`src/hw/rtl/spm_pkg.sv`:
```
`timescale 1ns / 1ps
// ----------------------------------------------------------------------------
// spm_pkg: shared types, constants and helpers of the stage pacing monitor
// Holds the transaction layouts passed between pipeline stages, register
// indexes, request codes and the saturating delta functions.
// ----------------------------------------------------------------------------
package spm_pkg;

  // default parameter values
  localparam int NUM_STAGES_DEF = 8;
  localparam int COUNT_BITS_DEF = 32;

  // field widths fixed by the interface
  localparam int STAGE_W  = 3;
  localparam int STAMP_W  = 64;
  localparam int THRESH_W = 32;
  localparam int TOTAL_W  = 32;

  // configuration register indexes
  localparam int CFG_INDEX_W = 1;
  localparam logic [CFG_INDEX_W-1:0] CFG_CAPTURE_ENABLE = 1'd0;
  localparam logic [CFG_INDEX_W-1:0] CFG_ANOMALY_THRESH = 1'd1;
  localparam logic [THRESH_W-1:0]    THRESH_RESET       = 32'd2000000;

  // request codes
  localparam logic REQ_OBSERVE = 1'b0;
  localparam logic REQ_CLEAR   = 1'b1;

  localparam logic [STAMP_W-1:0] SIGN64 = 64'h8000_0000_0000_0000;
  localparam logic [STAMP_W-1:0] SMAX64 = 64'h7FFF_FFFF_FFFF_FFFF;

  // one input transaction
  typedef struct packed {
    logic               req_type;
    logic [STAGE_W-1:0] stage_index;
    logic [STAMP_W-1:0] source_stamp;
    logic [STAMP_W-1:0] source_timecode;
    logic [STAMP_W-1:0] local_stamp;
    logic [STAMP_W-1:0] wall_time;
  } spm_item_t;

  // delta stage to anomaly stage
  typedef struct packed {
    logic               clear;
    logic               obs;
    logic [STAGE_W-1:0] stage_index;
    logic               priors_nz;
    logic [STAMP_W-1:0] local_delta;
    logic [STAMP_W-1:0] wall_time_delta;
    logic [STAMP_W-1:0] source_stamp_delta;
    logic [STAMP_W-1:0] source_timecode_delta;
    logic [TOTAL_W-1:0] observation_total;
  } spm_mid_t;

  // one result transaction
  typedef struct packed {
    logic               accepted;
    logic [STAMP_W-1:0] local_delta;
    logic [STAMP_W-1:0] wall_time_delta;
    logic [STAMP_W-1:0] source_stamp_delta;
    logic [STAMP_W-1:0] source_timecode_delta;
    logic               pacing_anomaly;
    logic [TOTAL_W-1:0] observation_total;
    logic [TOTAL_W-1:0] anomaly_total;
  } spm_result_t;

  // saturated signed change between two unsigned values
  function automatic logic [STAMP_W-1:0] udelta(input logic [STAMP_W-1:0] cur,
                                                input logic [STAMP_W-1:0] prev);
    logic [STAMP_W:0] d;
    logic [STAMP_W-1:0] r;
    d = {1'b0, cur} - {1'b0, prev};
    if (d[STAMP_W]) begin
      // negative change: saturate when magnitude exceeds 2^63
      r = d[STAMP_W-1] ? d[STAMP_W-1:0] : SIGN64;
    end else begin
      r = d[STAMP_W-1] ? SMAX64 : d[STAMP_W-1:0];
    end
    return r;
  endfunction

  // saturated signed change between two signed values
  function automatic logic [STAMP_W-1:0] sdelta(input logic [STAMP_W-1:0] cur,
                                                input logic [STAMP_W-1:0] prev);
    logic [STAMP_W-1:0] r;
    logic [STAMP_W-1:0] res;
    r = cur - prev;
    if ((cur[STAMP_W-1] ^ prev[STAMP_W-1]) & (cur[STAMP_W-1] ^ r[STAMP_W-1])) begin
      res = cur[STAMP_W-1] ? SIGN64 : SMAX64;
    end else begin
      res = r;
    end
    return res;
  endfunction

endpackage

```
`src/hw/rtl/spm_delta_stage.sv`:
```
`timescale 1ns / 1ps
// ----------------------------------------------------------------------------
// spm_delta_stage: prior records and timestamp deltas
// Reads the stage's prior timestamps, forms four saturated deltas, stores
// new timestamps, bumps the observation counter; a clear wipes all records.
// ----------------------------------------------------------------------------
module spm_delta_stage #(
  parameter int NUM_STAGES = spm_pkg::NUM_STAGES_DEF,
  parameter int COUNT_BITS = spm_pkg::COUNT_BITS_DEF
) (
  input  logic              clk,
  input  logic              rst_n,
  input  logic              capture_enable,
  input  logic              in_valid,
  input  spm_pkg::spm_item_t in_item,
  output logic              in_ready,
  output logic              mid_valid,
  output spm_pkg::spm_mid_t mid_item,
  input  logic              mid_ready
);

  localparam int IDX_BITS = (NUM_STAGES > 1) ? $clog2(NUM_STAGES) : 1;
  localparam int SW       = spm_pkg::STAGE_W;

  logic [spm_pkg::STAMP_W-1:0] prior_ss_r [NUM_STAGES];
  logic [spm_pkg::STAMP_W-1:0] prior_tc_r [NUM_STAGES];
  logic [spm_pkg::STAMP_W-1:0] prior_ls_r [NUM_STAGES];
  logic [spm_pkg::STAMP_W-1:0] prior_wt_r [NUM_STAGES];
  logic [COUNT_BITS-1:0]       obs_cnt_r  [NUM_STAGES];

  logic              mid_valid_r;
  spm_pkg::spm_mid_t mid_r;
  spm_pkg::spm_mid_t mid_nxt;

  logic                        take;
  logic                        in_range;
  logic                        is_clear;
  logic                        is_obs;
  logic [SW+IDX_BITS-1:0]      idx_wide;
  logic [IDX_BITS-1:0]         sel;
  logic [spm_pkg::STAMP_W-1:0] p_ss, p_tc, p_ls, p_wt;
  logic [COUNT_BITS-1:0]       cnt_nxt;
  logic [COUNT_BITS+31:0]      cnt_ext;

  // handshake
  assign in_ready  = !mid_valid_r || mid_ready;
  assign take      = in_valid && in_ready;
  assign mid_valid = mid_valid_r;
  assign mid_item  = mid_r;

  // stage decode and record read
  always_comb begin
    idx_wide = {{IDX_BITS{1'b0}}, in_item.stage_index};
    sel      = idx_wide[IDX_BITS-1:0];
    in_range = 32'(in_item.stage_index) < 32'(NUM_STAGES);
    is_clear = in_item.req_type == spm_pkg::REQ_CLEAR;
    is_obs   = (in_item.req_type == spm_pkg::REQ_OBSERVE) && capture_enable && in_range;
    p_ss     = prior_ss_r[sel];
    p_tc     = prior_tc_r[sel];
    p_ls     = prior_ls_r[sel];
    p_wt     = prior_wt_r[sel];
    cnt_nxt  = (&obs_cnt_r[sel]) ? obs_cnt_r[sel] : obs_cnt_r[sel] + 1'b1;
    cnt_ext  = {32'd0, cnt_nxt};
  end

  // deltas and forwarded transaction
  always_comb begin
    mid_nxt                       = '0;
    mid_nxt.clear                 = is_clear;
    mid_nxt.obs                   = is_obs;
    mid_nxt.stage_index           = in_item.stage_index;
    mid_nxt.priors_nz             = (p_ls != '0) && (p_wt != '0);
    mid_nxt.local_delta           = (p_ls != '0) ? spm_pkg::udelta(in_item.local_stamp, p_ls) : '0;
    mid_nxt.wall_time_delta       = (p_wt != '0) ? spm_pkg::udelta(in_item.wall_time, p_wt) : '0;
    mid_nxt.source_stamp_delta    = (p_ss != '0) ?
                                    spm_pkg::sdelta(in_item.source_stamp, p_ss) : '0;
    mid_nxt.source_timecode_delta = (p_tc != '0) ?
                                    spm_pkg::sdelta(in_item.source_timecode, p_tc) : '0;
    mid_nxt.observation_total     = (|cnt_ext[COUNT_BITS+31:32]) ? '1 : cnt_ext[31:0];
  end

  // stage records
  always_ff @(posedge clk) begin
    if (!rst_n) begin
      for (int i = 0; i < NUM_STAGES; i++) begin
        prior_ss_r[i] <= '0;
        prior_tc_r[i] <= '0;
        prior_ls_r[i] <= '0;
        prior_wt_r[i] <= '0;
        obs_cnt_r[i]  <= '0;
      end
    end else if (take && is_clear) begin
      for (int i = 0; i < NUM_STAGES; i++) begin
        prior_ss_r[i] <= '0;
        prior_tc_r[i] <= '0;
        prior_ls_r[i] <= '0;
        prior_wt_r[i] <= '0;
        obs_cnt_r[i]  <= '0;
      end
    end else if (take && is_obs) begin
      prior_ss_r[sel] <= in_item.source_stamp;
      prior_tc_r[sel] <= in_item.source_timecode;
      prior_ls_r[sel] <= in_item.local_stamp;
      prior_wt_r[sel] <= in_item.wall_time;
      obs_cnt_r[sel]  <= cnt_nxt;
    end
  end

  // output valid
  always_ff @(posedge clk) begin
    if (!rst_n) begin
      mid_valid_r <= 1'b0;
    end else if (take) begin
      mid_valid_r <= 1'b1;
    end else if (mid_ready) begin
      mid_valid_r <= 1'b0;
    end
  end

  // output payload
  always_ff @(posedge clk) begin
    if (take) begin
      mid_r <= mid_nxt;
    end
  end

endmodule

```
`config.mk`:
```
export PLATFORM = sky130hd
export DESIGN_NAME = spm_delta_stage
export DESIGN_NICKNAME = d
export VERILOG_FILES = /design/src/hw/rtl/spm_pkg.sv /design/src/hw/rtl/spm_delta_stage.sv
export SDC_FILE = /design/constraint.sdc
export NUM_CORES = 2
export LEC_CHECK = 0
export BUFFER_PORTS_ARGS = -buffer_cell sky130_fd_sc_hd__buf_2
export CORE_UTILIZATION = 48
export DETAILED_ROUTE_END_ITERATION = 12
export HOLD_SLACK_MARGIN = 0.12
export SLEW_MARGIN = 20
export SYNTH_ARGS = -nofsm -noshare
export SYNTH_HDL_FRONTEND = slang
export SYNTH_SLANG_ARGS = --single-unit
export TNS_END_PERCENT = 50
```
`constraint.sdc`:
```
create_clock -name clk -period 27.2 [get_ports clk]
set_input_delay 5.44 -clock clk [delete_from_list [all_inputs] [get_ports clk]]
set_output_delay 5.44 -clock clk [all_outputs]
set_load 0.02 [all_outputs]
```
; ---- Word-level counts from Yosys, hierarchy flattened
; Memories as Yosys holds them, arrays and structs flattened.
; Cells that the tools add are included.
[classes]
bitwise_logic = 47
muxes = 76
reduce_logical = 18
n_addsub = 5
[ops]
columns = operator, count
row1 = 64-bit 2-to-1 mux, 42
row2 = 32-bit 2-to-1 mux, 10
row3 = 64-bit nonzero test, 4
row4 = 64-bit OR reduction, 4
row5 = 63-bit 2-to-1 mux, 4
row6 = 64-bit by 64-bit subtractor with 65-bit output, 2
row7 = 64-bit subtractor, 2
row8 = 1-bit OR, 40
row9 = "32-bit by 1-bit adder with 32-bit output, second input constant", 1
row10 = 32-bit AND reduction, 1
row11 = 32-bit OR reduction, 1
row12 = 1-bit 2-to-1 mux, 15
row13 = 3-bit 2-to-1 mux, 5
row14 = 1-bit logical AND, 5
row15 = 1-bit XOR, 4
row16 = 1-bit AND, 2
row17 = 2-bit nonzero test, 1
row18 = 1-bit zero test, 1
row19 = 1-bit logical OR, 1
row20 = 1-bit NOT, 1
[word_totals]
ff_bits = 295
ramBits = 2304
memories = 5
elab_cells = 161
out_inout_bits = 296
in_bits = 265
[mem_list]
columns = name, words, width, rd, rd_clocked_by_memory_dff, wr, line_no
row1 = prior_ls_r, 8, 64, 1, 0, 8, spm_delta_stage.sv:27  ; logic [spm_pkg::STAMP_W-1:0] prior_ls_r [NUM_STAGES];
row2 = prior_ss_r, 8, 64, 1, 0, 8, spm_delta_stage.sv:25  ; logic [spm_pkg::STAMP_W-1:0] prior_ss_r [NUM_STAGES];
row3 = prior_tc_r, 8, 64, 1, 0, 8, spm_delta_stage.sv:26  ; logic [spm_pkg::STAMP_W-1:0] prior_tc_r [NUM_STAGES];
row4 = prior_wt_r, 8, 64, 1, 0, 8, spm_delta_stage.sv:28  ; logic [spm_pkg::STAMP_W-1:0] prior_wt_r [NUM_STAGES];
row5 = obs_cnt_r, 8, 32, 1, 0, 8, spm_delta_stage.sv:29  ; logic [COUNT_BITS-1:0] obs_cnt_r [NUM_STAGES];

; ---- Depth between registers and ports, before layout
[depth]
word_depth = 10
ltp_mapped = 30
mapped_depth_nobuf = 22

; ---- Least setup slack after synthesis
; No wires, ideal clock.
[synth_timing]
path_kind = input port to flip-flop
from = in mid_ready
to = mem obs_cnt_r[0][0] (netlist name) (enable)
required_ps = 26538
setup_time_ps = 662
slack_ps = 5345
stages = 4
t_arrival_ps = 21193
n_path_buf = 0
path_cell_list = nand2b_1 and2_1 a21boi_0 nand2_1
[synth_lines]
columns = element, line_no
row1 = "start, declared", spm_delta_stage.sv:19  ; input logic mid_ready
row2 = "end, declared", spm_delta_stage.sv:29

; ---- Worst setup path after layout
[layout_timing]
from = in in_item[257] (netlist name)
to = reg mid_r (netlist bit mid_item[90]), data pin
[layout_between]
elab_chain_len = 5
elab_cells_between_ends = 7
classes_between = add/sub: 1 / mux: 1 / bitwise: 3 / reduce/logical: 1 / memory: 1
[layout_rtl]
columns = element, line_no
row1 = "start, declared", spm_delta_stage.sv:15  ; input spm_pkg::spm_item_t in_item,
row2 = memory 8 x 64 bit (*), -
row3 = 64-bit subtractor, spm_pkg.sv:87  ; r = cur - prev;
row4 = 1-bit XOR, spm_pkg.sv:88  ; if ((cur[STAMP_W-1] ^ prev[STAMP_W-1]) & (cur[STAMP_W-1] ^ r[STAMP_W-1])) begin
row5 = 1-bit AND, spm_pkg.sv:88
row6 = 64-bit 2-to-1 mux, spm_pkg.sv:88
row7 = "end signal, assigned", spm_delta_stage.sv:123  ; mid_r <= mid_nxt;
row8 = "end, declared", spm_delta_stage.sv:32  ; spm_pkg::spm_mid_t mid_r;
; Mark *: on every way between the ends. The rest lies on a longest branch, timed or not.
; A chain may end at the register's enable or synchronous reset.

==> impl_metrics.env <==
export IMPL_cts_made_buffers=292
export IMPL_finalCritPeriodShare=0.5085
export IMPL_yosysSeqAreaShare=0.5994
export IMPL_ys_ff_latch=2599
export IMPL_drt_iter0_drc=12490
export IMPL_syn_inst=10110
export IMPL_ctsLongestPathBuffers=4
export IMPL_die_area_mm2=0.2733
export IMPL_setup_ws_ns=13.37
export IMPL_clock_root_buffer="clkbuf_16"
export IMPL_critical_path_required_ns=27.95
export IMPL_cts_setup_buffers=0
export IMPL_r2r_slack_ns=20.34
export IMPL_setup_viol_count_final=0
export IMPL_post_synth_top_area_fraction=0.5993
export IMPL_cp_endpoint="mid_item[90]"
export IMPL_rsz0062_at_grt="no"
export IMPL_htree_levels=5
export IMPL_start_kind="input pin"
export IMPL_timing_fmax_ghz=0.07230
export IMPL_syn_nets=10630
export IMPL_io_pin_count=561
export IMPL_cts_reportedPaths_clkPinSlew_ns=0.06
export IMPL_critical_path_startpoint="in_item[257]"
export IMPL_period_minus_slack_ns=13.83
export IMPL_die_h_um=522.8
export IMPL_dp_hpwl_um=268000
export IMPL_synth_area_mm2=0.1302
export IMPL_portBuffers=560
export IMPL_clock_skew_ns=0.04100
export IMPL_p_per_area_mw_per_mm2=72.67
export IMPL_ys_warn_count=0
export IMPL_hold_viol_final=0
export IMPL_first_global_vias=91130
export IMPL_synthTopCellsByArea="edfxtp_1 (60%), and3_1 (9.7%), mux4_2 (3.9%)"
export IMPL_r2r_cells=10
export IMPL_synth_ff_type="edfxtp_1"
export IMPL_crit_path_max_fanout=80
export IMPL_avgSynthCellArea_um2=12.88
export IMPL_core_mm2=0.2689
export IMPL_path_class="in -> reg"
export IMPL_relSlewSlack=0.1711
export IMPL_endpoint_kind="register"
export IMPL_final_max_slew_violation_count=0
export IMPL_cts_tree="built"
export IMPL_route_detailed_drc=0
export IMPL_max_cap_violations=0
export IMPL_fill_cells=22550
export IMPL_grt_start_max_net_pins=159
export IMPL_viasPerCell=6.630
export IMPL_num_rows=190
export IMPL_synth_top_area_cell="edfxtp_1"
export IMPL_num_vias=93130
export IMPL_clock_sinks=2599
export IMPL_clock_latency_ns=0.91
export IMPL_p_leak_uw=0.06074
export IMPL_async_reset_ff_frac=0
export IMPL_worst_pin_slew_ns=1.243
export IMPL_peakVddDrop_mv=0.05173
export IMPL_synth_edf_count=2598
export IMPL_ant_nets=0
export IMPL_hp_class="reg -> reg"
export IMPL_gr_total_overflow=0
export IMPL_cts_hold_buf=0
export IMPL_r2r_end="prior_wt_r[5][14]"
export IMPL_pre_cts_slack_ns=12.54
export IMPL_wirelength_um=455400
export IMPL_finalSetupTns_ns=0
export IMPL_area_growth_pct=10.75
export IMPL_layout_nets=10780
export IMPL_synthDistinctLibCells=114
export IMPL_drive_above_1_share=0.1581
export IMPL_initial_utilization=0.4842
export IMPL_cts_resized=0
export IMPL_worstPathArrival_ns=14.58
export IMPL_gp_congestion=0.9485
export IMPL_antenna_found_initial=44
export IMPL_status="complete, no violations"
export IMPL_wl_per_cell_um=32.42
export IMPL_chipWidth_um=522.8
export IMPL_grt_pass1_wl_um=648600
export IMPL_grt_total_usage=0.3243
export IMPL_firstDrtPassIters=8
export IMPL_r2r_start="mid_valid"
per-stage QoR:
stage	instances	util	cell area [um2]	hold WS (ns)	power (uW)
floorplan	10110	-	130200	0.7482	6082
global placement	13510	0.5025	135100	0.5206	6702
detailed placement	13510	0.5026	135100	0.5461	6715
CTS	14030	0.5359	144100	0.5554	10490
global route	14040	0.5362	144200	0.5769	10780
finish	14050	0.5363	144200	0.5502	10480
cell usage in the layout (no fill, tap or decap), drive strengths merged, types with 36 or more instances in the layout:
master     n
a211oi    36
a21o     134
a21oi    480
a221o     73
a221oi   270
a22o      43
a22oi    105
and2      37
and3    2027
buf      755
clkbuf   364
clkinv   123
edfxtp  2598
ha       255
inv      136
mux2     163
mux2i    209
mux4     228
nand2    323
nand2b    37
nand3     69
nand4    104
nor2     635
nor2b     44
nor3      59
o21a      36
o21ai    235
o21bai    54
o22a      49
o22ai     98
xnor2    130
xor2     115
worst min-delay path by stage:
stage	slack (ns)	startpoint	end	cells after the start
after floorplan	0.75	prior_ss_r[3][0]	mid_item[96]	4
after global placement	0.52	mid_valid	mid_valid	2
after detailed placement	0.55	mid_valid	mid_valid	2
after CTS	0.56	mid_valid	mid_valid	2
after global routing	0.58	mid_valid	mid_valid	2
final	0.55	mid_valid	mid_valid	2
sequential cells by signal (all words and copies together) (netlist names):
signal / flops
prior_tc_r: 512
mid_item: 294
prior_wt_r: 512
obs_cnt_r: 256
mid_valid: 1
prior_ls_r: 512
prior_ss_r: 512
area by class of cell:
cell class | instances | area (um2) | area share
Antenna cell | 17 | 42.54 | 0.0002950
Inverter | 128 | 498.0 | 0.003454
Multi-Input combinational cell | 6475 | 47660 | 0.3305
Clock buffer | 364 | 7726 | 0.05358
Tap cell | 3552 | 4444 | 0.03082
Clock inverter | 155 | 1225 | 0.008495
Timing Repair Buffer | 756 | 4557 | 0.03160
Sequential cell | 2599 | 78030 | 0.5412
metal layers:
layer  wire [um]  GRT usage  part of all wire
met4       16940     0.1158             0.037
met2      216800     0.5322              0.48
met3       37420    0.04245             0.082
met5          97          0           0.00021
met1      184100     0.4429              0.40
cells by family (layout without fill, tap and decap cells):
group | Yosys count | in the layout | share of synthesized area
and+or+nand+nor | 3489 | 3489 | 0.1508
DFF | 2599 | 2599 | 0.5994
AOI/OAI and AO/OA | 1880 | 1880 | 0.1012
buffers and inverters | 1032 | 1403 | 0.03640
muxes | 600 | 600 | 0.06967
adders and majority gates | 261 | 261 | 0.02543
xor gates and xnor gates | 245 | 245 | 0.01712
other | 0 | 17 | 0
critical path, stage by stage:
cell       delay (ns)
buf_8            0.47
buf_4            0.69
buf_4            0.71
and3_4           0.85
buf_12           0.50
nand2_1          0.10
o221ai_1         0.09
a21oi_1          0.22
ha_1             0.51
o21a_1           0.15
o31a_1           0.18
o21ai_0          0.21
o31ai_1          0.61
a311o_1          0.43
a311o_1          0.25
nand4_1          0.11
a41oi_1          0.35
o21ai_0          0.14
o2bb2ai_1        0.17
fa_1             0.52
nand3_1          0.10
buf_4            0.41
nand2b_1         0.57
nor4_1           0.41
nand3b_1         0.15
report_power, final:
| part | total (uW) | internal, uW | switching [uW] |
|---|---|---|---|
| registers | 4820 | 4740 | 77.1 |
| logic | 1840 | 566 | 1270 |
| clock network | 3820 | 2140 | 1680 |
| total | 10500 | 7450 | 3020 |
synthesized netlist by cell type (25+ instances only):
library cell and instances:
a211oi_1 35, a21o_1 134, a21oi_1 480, a221o_1 73, a221oi_1 269, a22o_1 43
a22oi_1 105, a31oi_1 31, and2_1 31, and3_1 2027, and4_1 25, buf_1 25
buf_2 112, buf_4 75, buf_6 56, clkbuf_1 634, edfxtp_1 2598, ha_1 255
inv_1 117, mux2_2 155, mux2i_1 207, mux4_2 228, nand2_1 323, nand2b_1 36
nand3_1 68, nand4_1 104, nor2_1 631, nor2b_1 43, nor3_1 54, o211ai_1 30
o21a_1 36, o21ai_0 223, o21bai_1 54, o22a_1 49, o22ai_1 97, o31ai_1 31
xnor2_1 125, xor2_1 109
No activity file was read; power rests on OpenSTA's default activity.
